===== config.mk =====
export PLATFORM = sky130hd
export DESIGN_NAME = sample_buffer_statistics
export DESIGN_NICKNAME = d
export VERILOG_FILES = /design/src/rtl/core/sbs_pkg.sv /design/src/rtl/core/sample_buffer_statistics.sv
export SDC_FILE = /design/constraint.sdc
export NUM_CORES = 2
export LEC_CHECK = 0
export ABC_AREA = 1
export BUFFER_PORTS_ARGS = -buffer_cell sky130_fd_sc_hd__buf_2
export CELL_PAD_IN_SITES_DETAIL_PLACEMENT = 0
export CELL_PAD_IN_SITES_GLOBAL_PLACEMENT = 2
export CORE_MARGIN = 2
export CORE_UTILIZATION = 45
export CTS_CLUSTER_DIAMETER = 60
export DETAILED_ROUTE_END_ITERATION = 8
export PLACE_DENSITY_LB_ADDON = 0.05
export SLEW_MARGIN = 20
export SYNTH_ARGS = -nofsm -noshare
export SYNTH_HDL_FRONTEND = slang
export SYNTH_SLANG_ARGS = --single-unit

===== constraint.sdc =====
create_clock -name clk -period 24.4 [get_ports clk]
set_clock_uncertainty 0.05 [all_clocks]
set_input_delay 2.44 -clock clk [delete_from_list [all_inputs] [get_ports clk]]
set_output_delay 2.44 -clock clk [all_outputs]
set_load 0.01 [all_outputs]

===== src/rtl/core/sbs_pkg.sv =====
// ----------------------------------------------------------------------------
// sbs_pkg: shared types and constants for the sample statistics block
// Opcodes, widths and store geometry.
// ----------------------------------------------------------------------------
package sbs_pkg;

    localparam int SENSOR_COUNT = 2;
    localparam int STORE_DEPTH  = 64;
    localparam int SAMPLE_BITS  = 16;

    localparam int ID_BITS   = 1;
    localparam int SLOT_BITS = $clog2(STORE_DEPTH);
    localparam int CNT_BITS  = 7;
    localparam int ADDR_BITS = ID_BITS + SLOT_BITS;
    localparam int SUM_BITS  = SAMPLE_BITS + SLOT_BITS + 1;
    localparam int DIFF_BITS = SAMPLE_BITS + 2;
    localparam int SQ_BITS   = 2 * DIFF_BITS + SLOT_BITS;

    typedef enum logic [1:0] {
        OP_PUSH   = 2'd0,
        OP_CLEAR  = 2'd1,
        OP_REPORT = 2'd2,
        OP_NONE   = 2'd3
    } op_t;

endpackage


===== src/rtl/core/sample_buffer_statistics.sv =====
// ----------------------------------------------------------------------------
// sample_buffer_statistics: per-sensor sample store with mean/peak/std dev
//
// Usage: one input word (opcode, sensor_id, sample) is taken when in_valid
// is high and in_stall low. Each word yields exactly one result word on the
// output channel (out_valid / out_stall).
// Push, clear, an unused opcode and a report on an empty store post their
// result in the cycle after the word is taken.
// A report with n samples walks the store twice through one registered read
// port, divides |sum| by n in SUM_BITS restoring steps, divides the squared
// deviations by n-1 in SQ_BITS steps and takes a bit-pair square root in
// SQ_BITS/2 steps, all on one shared subtract/compare unit. A single sample
// skips the second divide and the root.
// The block takes no new word while one is in work or while a result waits
// stalled; it takes the next word in the same cycle the result is taken.
// Reset clears the sample counts (stores start empty); store contents need
// no reset since only slots below the count are read.
// If the receiver stalls, the result holds in the output register.
// ----------------------------------------------------------------------------
module sample_buffer_statistics
    import sbs_pkg::*;
(
    input  logic                   clk,
    input  logic                   rst_n,
    input  logic                   in_valid,
    output logic                   in_stall,
    input  logic [1:0]             opcode,
    input  logic                   sensor_id,
    input  logic signed [15:0]     sample,
    output logic                   out_valid,
    input  logic                   out_stall,
    output logic                   status,
    output logic                   is_empty,
    output logic signed [15:0]     mean,
    output logic [15:0]            peak,
    output logic [15:0]            std_dev,
    output logic [6:0]             count
);

    typedef enum logic [2:0] {
        S_IDLE, S_PASS1, S_MDIV, S_PASS2, S_QDIV, S_SQRT, S_DONE
    } state_t;

    state_t state_reg;

    // store: one write port, one registered read port
    logic signed [SAMPLE_BITS-1:0] mem [0:SENSOR_COUNT*STORE_DEPTH-1];
    logic signed [SAMPLE_BITS-1:0] rd_data_reg;
    logic [ADDR_BITS-1:0]          rd_addr;
    logic                          wr_en;
    logic [ADDR_BITS-1:0]          wr_addr;

    logic [CNT_BITS-1:0] cnt_reg [0:SENSOR_COUNT-1];

    logic                  id_reg;
    logic [CNT_BITS-1:0]   n_reg;
    logic [CNT_BITS-1:0]   idx_reg;     // read address issued
    logic                  rd_vld_reg;  // rd_data_reg holds a sample
    logic signed [SUM_BITS-1:0] sum_reg;
    logic [SAMPLE_BITS:0]  pk_reg;
    logic [SQ_BITS-1:0]    sq_reg;
    logic signed [SAMPLE_BITS:0] m_reg;

    // shared divider / root datapath
    logic [SQ_BITS-1:0]    num_reg;     // dividend bits shifting out / root radicand
    logic [SQ_BITS:0]      rem_reg;
    logic [SQ_BITS-1:0]    quo_reg;
    logic [6:0]            step_reg;
    logic                  neg_reg;

    logic [CNT_BITS-1:0]   cur_cnt;
    assign cur_cnt = cnt_reg[sensor_id];

    assign in_stall = (state_reg != S_IDLE) || (out_valid && out_stall);

    logic accept;
    assign accept = in_valid && !in_stall;

    // a result word is posted now: any word but a non-empty report, or a finished report
    logic post_result;
    assign post_result = (accept && !((op_t'(opcode) == OP_REPORT) && (cur_cnt != '0)))
                         || (state_reg == S_DONE);

    // write path for push
    logic [CNT_BITS-1:0] push_slot;
    assign push_slot = (cur_cnt >= CNT_BITS'(STORE_DEPTH)) ? '0 : cur_cnt;
    assign wr_en   = accept && (op_t'(opcode) == OP_PUSH);
    assign wr_addr = {sensor_id, push_slot[SLOT_BITS-1:0]};
    assign rd_addr = {id_reg, idx_reg[SLOT_BITS-1:0]};

    always_ff @(posedge clk)
    begin
        if (wr_en)
        begin
            mem[wr_addr] <= sample[SAMPLE_BITS-1:0];
        end
        rd_data_reg <= mem[rd_addr];
    end

    // shared subtractor: divider step or root step
    logic [SQ_BITS:0] sub_a;
    logic [SQ_BITS:0] sub_b;
    logic [SQ_BITS+1:0] sub_r;
    logic               sub_ok;
    always_comb
    begin
        sub_a = {rem_reg[SQ_BITS-1:0], num_reg[SQ_BITS-1]};
        sub_b = {{(SQ_BITS+1-CNT_BITS){1'b0}}, n_reg};
        case (state_reg)
            S_MDIV:
            begin
                sub_b = {{(SQ_BITS+1-CNT_BITS){1'b0}}, n_reg};
            end
            S_QDIV:
            begin
                sub_b = {{(SQ_BITS+1-CNT_BITS){1'b0}}, n_reg - CNT_BITS'(1)};
            end
            S_SQRT:
            begin
                sub_a = {rem_reg[SQ_BITS-2:0], num_reg[SQ_BITS-1:SQ_BITS-2]};
                sub_b = {quo_reg[SQ_BITS-2:0], 2'b01};
            end
            default:
            begin
            end
        endcase
        sub_r  = {1'b0, sub_a} - {1'b0, sub_b};
        sub_ok = !sub_r[SQ_BITS+1];
    end

    // datapath helpers
    logic [SAMPLE_BITS:0] abs_x;
    logic signed [DIFF_BITS-1:0] diff;
    logic [DIFF_BITS-1:0] adiff;
    logic [2*DIFF_BITS-1:0] adiff_sq;
    assign abs_x = rd_data_reg[SAMPLE_BITS-1] ?
                   (SAMPLE_BITS+1)'(-$signed({rd_data_reg[SAMPLE_BITS-1], rd_data_reg}))
                   : {1'b0, rd_data_reg};
    assign diff  = DIFF_BITS'(rd_data_reg) - DIFF_BITS'(m_reg);
    assign adiff = diff[DIFF_BITS-1] ? DIFF_BITS'(-diff) : diff;
    assign adiff_sq = adiff * adiff;

    logic [SUM_BITS-1:0] abs_sum;
    assign abs_sum = sum_reg[SUM_BITS-1] ? SUM_BITS'(-sum_reg) : SUM_BITS'(sum_reg);

    always_ff @(posedge clk or negedge rst_n)
    begin
        if (!rst_n)
        begin
            state_reg <= S_IDLE;
            out_valid <= 1'b0;
            for (int s = 0; s < SENSOR_COUNT; s++)
            begin
                cnt_reg[s] <= '0;
            end
        end
        else
        begin
            if (post_result)
            begin
                out_valid <= 1'b1;
            end
            else if (out_valid && !out_stall)
            begin
                out_valid <= 1'b0;
            end
            case (state_reg)
                S_IDLE:
                begin
                    if (accept)
                    begin
                        id_reg   <= sensor_id;
                        status   <= 1'b0;
                        mean     <= '0;
                        peak     <= '0;
                        std_dev  <= '0;
                        case (op_t'(opcode))
                            OP_PUSH:
                            begin
                                cnt_reg[sensor_id] <= push_slot + CNT_BITS'(1);
                                count     <= push_slot + CNT_BITS'(1);
                                is_empty  <= 1'b0;
                            end
                            OP_CLEAR:
                            begin
                                cnt_reg[sensor_id] <= '0;
                                count     <= '0;
                                is_empty  <= 1'b1;
                            end
                            OP_REPORT:
                            begin
                                count    <= cur_cnt;
                                is_empty <= (cur_cnt == '0);
                                if (cur_cnt == '0)
                                begin
                                    status    <= 1'b1;
                                end
                                else
                                begin
                                    n_reg      <= cur_cnt;
                                    idx_reg    <= '0;
                                    rd_vld_reg <= 1'b0;
                                    sum_reg    <= '0;
                                    pk_reg     <= '0;
                                    state_reg  <= S_PASS1;
                                end
                            end
                            default:
                            begin
                                count     <= cur_cnt;
                                is_empty  <= (cur_cnt == '0);
                            end
                        endcase
                    end
                end
                S_PASS1:
                begin
                    if (rd_vld_reg)
                    begin
                        sum_reg <= sum_reg + SUM_BITS'(rd_data_reg);
                        if (abs_x > pk_reg)
                        begin
                            pk_reg <= abs_x;
                        end
                    end
                    if (idx_reg == n_reg)
                    begin
                        rd_vld_reg <= 1'b0;
                        state_reg  <= S_MDIV;
                        step_reg   <= '0;
                        rem_reg    <= '0;
                        quo_reg    <= '0;
                    end
                    else
                    begin
                        idx_reg    <= idx_reg + CNT_BITS'(1);
                        rd_vld_reg <= 1'b1;
                    end
                end
                S_MDIV:
                begin
                    if (step_reg == '0 && !rd_vld_reg)
                    begin
                        // load |sum| into the dividend
                        neg_reg    <= sum_reg[SUM_BITS-1];
                        num_reg    <= SQ_BITS'(abs_sum) << (SQ_BITS - SUM_BITS);
                        rd_vld_reg <= 1'b1;
                    end
                    else if (step_reg == 7'(SUM_BITS))
                    begin
                        m_reg <= neg_reg ? -$signed((SAMPLE_BITS+1)'(quo_reg))
                                         : $signed((SAMPLE_BITS+1)'(quo_reg));
                        idx_reg    <= '0;
                        rd_vld_reg <= 1'b0;
                        sq_reg     <= '0;
                        state_reg  <= S_PASS2;
                    end
                    else
                    begin
                        rem_reg  <= sub_ok ? sub_r[SQ_BITS:0] : sub_a;
                        quo_reg  <= {quo_reg[SQ_BITS-2:0], sub_ok};
                        num_reg  <= num_reg << 1;
                        step_reg <= step_reg + 7'd1;
                    end
                end
                S_PASS2:
                begin
                    if (rd_vld_reg)
                    begin
                        sq_reg <= sq_reg + SQ_BITS'(adiff_sq);
                    end
                    if (idx_reg == n_reg)
                    begin
                        rd_vld_reg <= 1'b0;
                        step_reg   <= '0;
                        rem_reg    <= '0;
                        quo_reg    <= '0;
                        state_reg  <= (n_reg == CNT_BITS'(1)) ? S_DONE : S_QDIV;
                    end
                    else
                    begin
                        idx_reg    <= idx_reg + CNT_BITS'(1);
                        rd_vld_reg <= 1'b1;
                    end
                end
                S_QDIV:
                begin
                    if (step_reg == '0 && !rd_vld_reg)
                    begin
                        num_reg    <= sq_reg;
                        rd_vld_reg <= 1'b1;
                    end
                    else if (step_reg == 7'(SQ_BITS))
                    begin
                        num_reg   <= quo_reg;
                        rem_reg   <= '0;
                        quo_reg   <= '0;
                        step_reg  <= '0;
                        state_reg <= S_SQRT;
                    end
                    else
                    begin
                        rem_reg  <= sub_ok ? sub_r[SQ_BITS:0] : sub_a;
                        quo_reg  <= {quo_reg[SQ_BITS-2:0], sub_ok};
                        num_reg  <= num_reg << 1;
                        step_reg <= step_reg + 7'd1;
                    end
                end
                S_SQRT:
                begin
                    // bit-pair restoring root; quo_reg builds the root
                    if (step_reg == 7'(SQ_BITS / 2))
                    begin
                        state_reg <= S_DONE;
                    end
                    else
                    begin
                        rem_reg  <= sub_ok ? sub_r[SQ_BITS:0] : sub_a;
                        quo_reg  <= {quo_reg[SQ_BITS-2:0], sub_ok};
                        num_reg  <= num_reg << 2;
                        step_reg <= step_reg + 7'd1;
                    end
                end
                S_DONE:
                begin
                    mean      <= m_reg[SAMPLE_BITS-1:0];
                    peak      <= pk_reg[SAMPLE_BITS-1:0];
                    std_dev   <= (quo_reg > SQ_BITS'({SAMPLE_BITS{1'b1}})) ?
                                 {SAMPLE_BITS{1'b1}} : quo_reg[SAMPLE_BITS-1:0];
                    state_reg <= S_IDLE;
                end
                default:
                begin
                    state_reg <= S_IDLE;
                end
            endcase
        end
    end

    // assertions
    a_busy_stall: assert property (@(posedge clk) disable iff (!rst_n)
        (state_reg != S_IDLE) |-> in_stall)
        else $error("input taken while busy");

    a_cnt_range: assert property (@(posedge clk) disable iff (!rst_n)
        (cnt_reg[0] <= CNT_BITS'(STORE_DEPTH)) && (cnt_reg[1] <= CNT_BITS'(STORE_DEPTH)))
        else $error("count beyond store depth");

    a_out_hold: assert property (@(posedge clk) disable iff (!rst_n)
        (out_valid && out_stall) |=> out_valid && $stable(std_dev) && $stable(count))
        else $error("stalled result changed");

    a_done_out: assert property (@(posedge clk) disable iff (!rst_n)
        (state_reg == S_DONE) |=> out_valid && (state_reg == S_IDLE))
        else $error("report result not posted");

endmodule


==> reports/metrics.yaml <==
outcome: "completed"
ys_seq_area_share_pct: 63.5
post-route-period-util_pct: 36.6
ys_ff_latch: 2388
period_minus_slack_ns: 8.93
synth-edff-count: 2354
arrival_ns: 9.53
clockRootBuffer: "clkbuf_16"
worstSetupEndpointType: "flip-flop"
worstMarginPinSlew_ns: 1.17
syn_area_mm2: 0.113
gp_congestion: 0.879
cts_tree: "yes"
rsz0062_at_grt: "false"
synth_cells: 10000
row_count: 183
setup_tns_ns: 0
cts_buffers: 291
antenna_found_initial: 10
top_register: "mem"
ios: 82
slowest_stage: "fa_1"
grt_max_degree: 169
multi_input_area_mm2: 0.0359
ctsHoldBuffers: 0
synth_cell_types: 65
max_cap_viol_count: 0
final_core_util_pct: 50.7
ys_async_sr_fraction_pct: 0.754
finalHoldViolations: 0
start_util_pct: 45.3
finalMaxSlewViolations: 0
yosysWarnings: 0
cp_max_fo: 11
largest_register_ffs: 2048
grt_pass1_wl_um: 523000
drive_gt1_share_pct: 8.00
die_area_mm2: 0.254
drt-wirelength-per-cell_um: 26.1
syn2layout_area_growth_pct: 12.0
slew_headroom_pct: 22.1
remaining_drc_errors: 0
cp.required_ns: 25.00
drt_iter0_markers: 7630
cts_setup_buffers: 0
htree_levels: 5
coreArea_mm2: 0.249
hp-class: "flip-flop to flip-flop"
dp_hpwl_um: 223000
avgSynthCellArea_um2: 11.2
vias_per_cell: 5.72
grt_use_total_pct: 27.6
regArea_mm2: 0.0715
crit_top_cell: "nand2_1"
slowest_delay_ns: 0.57
cts_resized: 0
via_count: 78100
critPathLaunchType: "flip-flop"
nets: 10600
clock_sinks: 2388
dr.pass1.iters: 6
grt_pass1_vias: 76400
ant_nets: 0
clock_path_buffers: 4
setup_viol: 0
die_w_um: 504
dieHeight_um: 504
synthFlopType: "edfxtp_1"
fmax_mhz: 112
critPathKind: "flip-flop to flip-flop"
drt_wl_total_um: 356000
clk-insertion-delay-late_ns: 0.92
overflow: 0
n_fill_cell: 22200
cts.clk_slew.worst_paths_ns: 0.05
numPortBuffers: 81
[synth_stat cells, types with 3 or more instances]
master,count,area [um^2]
o21bai_1,14,105
o21a_1,15,113
inv_2,18,67.6
a21boi_0,4,30.0
buf_4,11,82.6
buf_6,6,67.6
edfxtp_1,2354,70700
buf_1,31,116
or2_2,14,87.6
nor2_2,28,175
o31ai_1,3,22.5
nand2_2,10,62.6
nor3_1,51,255
nor4_1,17,106
nand4_1,42,263
a21oi_1,403,2020
a21o_1,23,173
and2_1,3,18.8
nand3_1,379,1900
nor2_1,1673,6280
fa_1,253,5060
a221oi_1,12,105
a211oi_1,6,45.0
a31o_2,4,35.0
o21ai_2,3,26.3
nand2_1,951,3570
xnor2_1,28,245
buf_2,88,440
inv_1,824,3090
o22ai_1,328,2050
clkbuf_1,400,1500
a31oi_1,37,231
xor2_1,55,482
o2111ai_1,12,105
o211ai_1,76,571
nand3b_1,7,52.6
o21ai_0,1321,6610
dfxtp_1,16,320
ha_1,224,2800
clkinv_1,8,30.0
o221ai_1,207,1810
dfrtp_1,18,450
o21ai_1,5,25.0
[worst paths after layout]
check	cells after the start	end	slack (ns)	from
min in group asynchronous	1	cnt_reg[1]$_DFFE_PN0P_	1.48	rst_n
setup / recovery	41	sq_reg[38]$_SDFFCE_PN0P_	15.47	rd_data_reg[0]$_DFF_P_
hold reg to reg	2	cnt_reg[10]$_DFFE_PN0P_	0.46	cnt_reg[10]$_DFFE_PN0P_
max in group asynchronous	1	cnt_reg[10]$_DFFE_PN0P_	22.38	rst_n
hold / removal	2	cnt_reg[10]$_DFFE_PN0P_	0.46	cnt_reg[10]$_DFFE_PN0P_
setup reg to reg	41	sq_reg[38]$_SDFFCE_PN0P_	15.47	rd_data_reg[0]$_DFF_P_
[critical path: cells and delay by family (launching register included)]
| family | cells | cell delay (ns) |
|---|---|---|
| fa+ha+maj | 9 | 3.78 |
| simple gates | 18 | 2.67 |
| flops | 1 | 0.35 |
| buf+inv | 8 | 0.85 |
| compound gates | 6 | 0.95 |
[cell usage in the layout (no fill, tap or decap), types with 65 or more instances in the layout]
master,synthesis,final
nand2_1,951,951
fa_1,253,253
a21oi_1,403,402
buf_4,11,255
clkbuf_1,400,65
o211ai_1,76,76
inv_1,824,820
edfxtp_1,2354,2354
o21ai_0,1321,1321
nand3_1,379,373
nor2_1,1673,1666
buf_2,88,65
o221ai_1,207,207
ha_1,224,224
clkbuf_16,0,297
o22ai_1,328,328
[layout make-up]
cell class | instances | share of cell area (%)
inverters | 851 | 2.56
well taps | 3330 | 3.30
diodes | 5 | 0.00992
flip-flops and latches | 2388 | 56.7
repair buffers | 333 | 1.98
clock inverters | 127 | 0.917
multi-input cells | 6247 | 28.5
clock buffers | 363 | 6.10
[cells by family after synthesis]
kind of cell	count (synthesis)	synth area share, %
simple gates	3186	11.4
compound gates	2481	12.6
flops	2388	63.5
buf+inv	1388	4.81
fa+ha+maj	477	6.99
xor+xnor	87	0.723
other cells	2	0.00667
mux	1	0.00889
[routing by layer]
| layer | track usage, % | up-vias | share of wire, % |
|---|---|---|---|
| li1 | - | 35800 | - |
| met1 | 38.6 | 39400 | 43 |
| met2 | 45.5 | 2450 | 48 |
| met3 | 3.03 | 438 | 5.6 |
| met4 | 8.55 | 2 | 3.1 |
| met5 | 0 | - | 0.0037 |
[per-stage QoR]
step | cell area [um^2] | setup slack [ns] | hold WS, ns | std cells
after floorplan | 113000 | 12.31 | 0.374 | 10000
after global placement | 117000 | 15.42 | 0.434 | 13100
final | 126000 | 15.47 | 0.458 | 13600
after CTS | 126000 | 15.45 | 0.463 | 13600
after global routing | 126000 | 14.69 | 0.487 | 13600
after detailed placement | 117000 | 15.48 | 0.446 | 13100
Power is not shown: default switching activity piles up to over one toggle a cycle in this logic, so the estimate is an artifact.
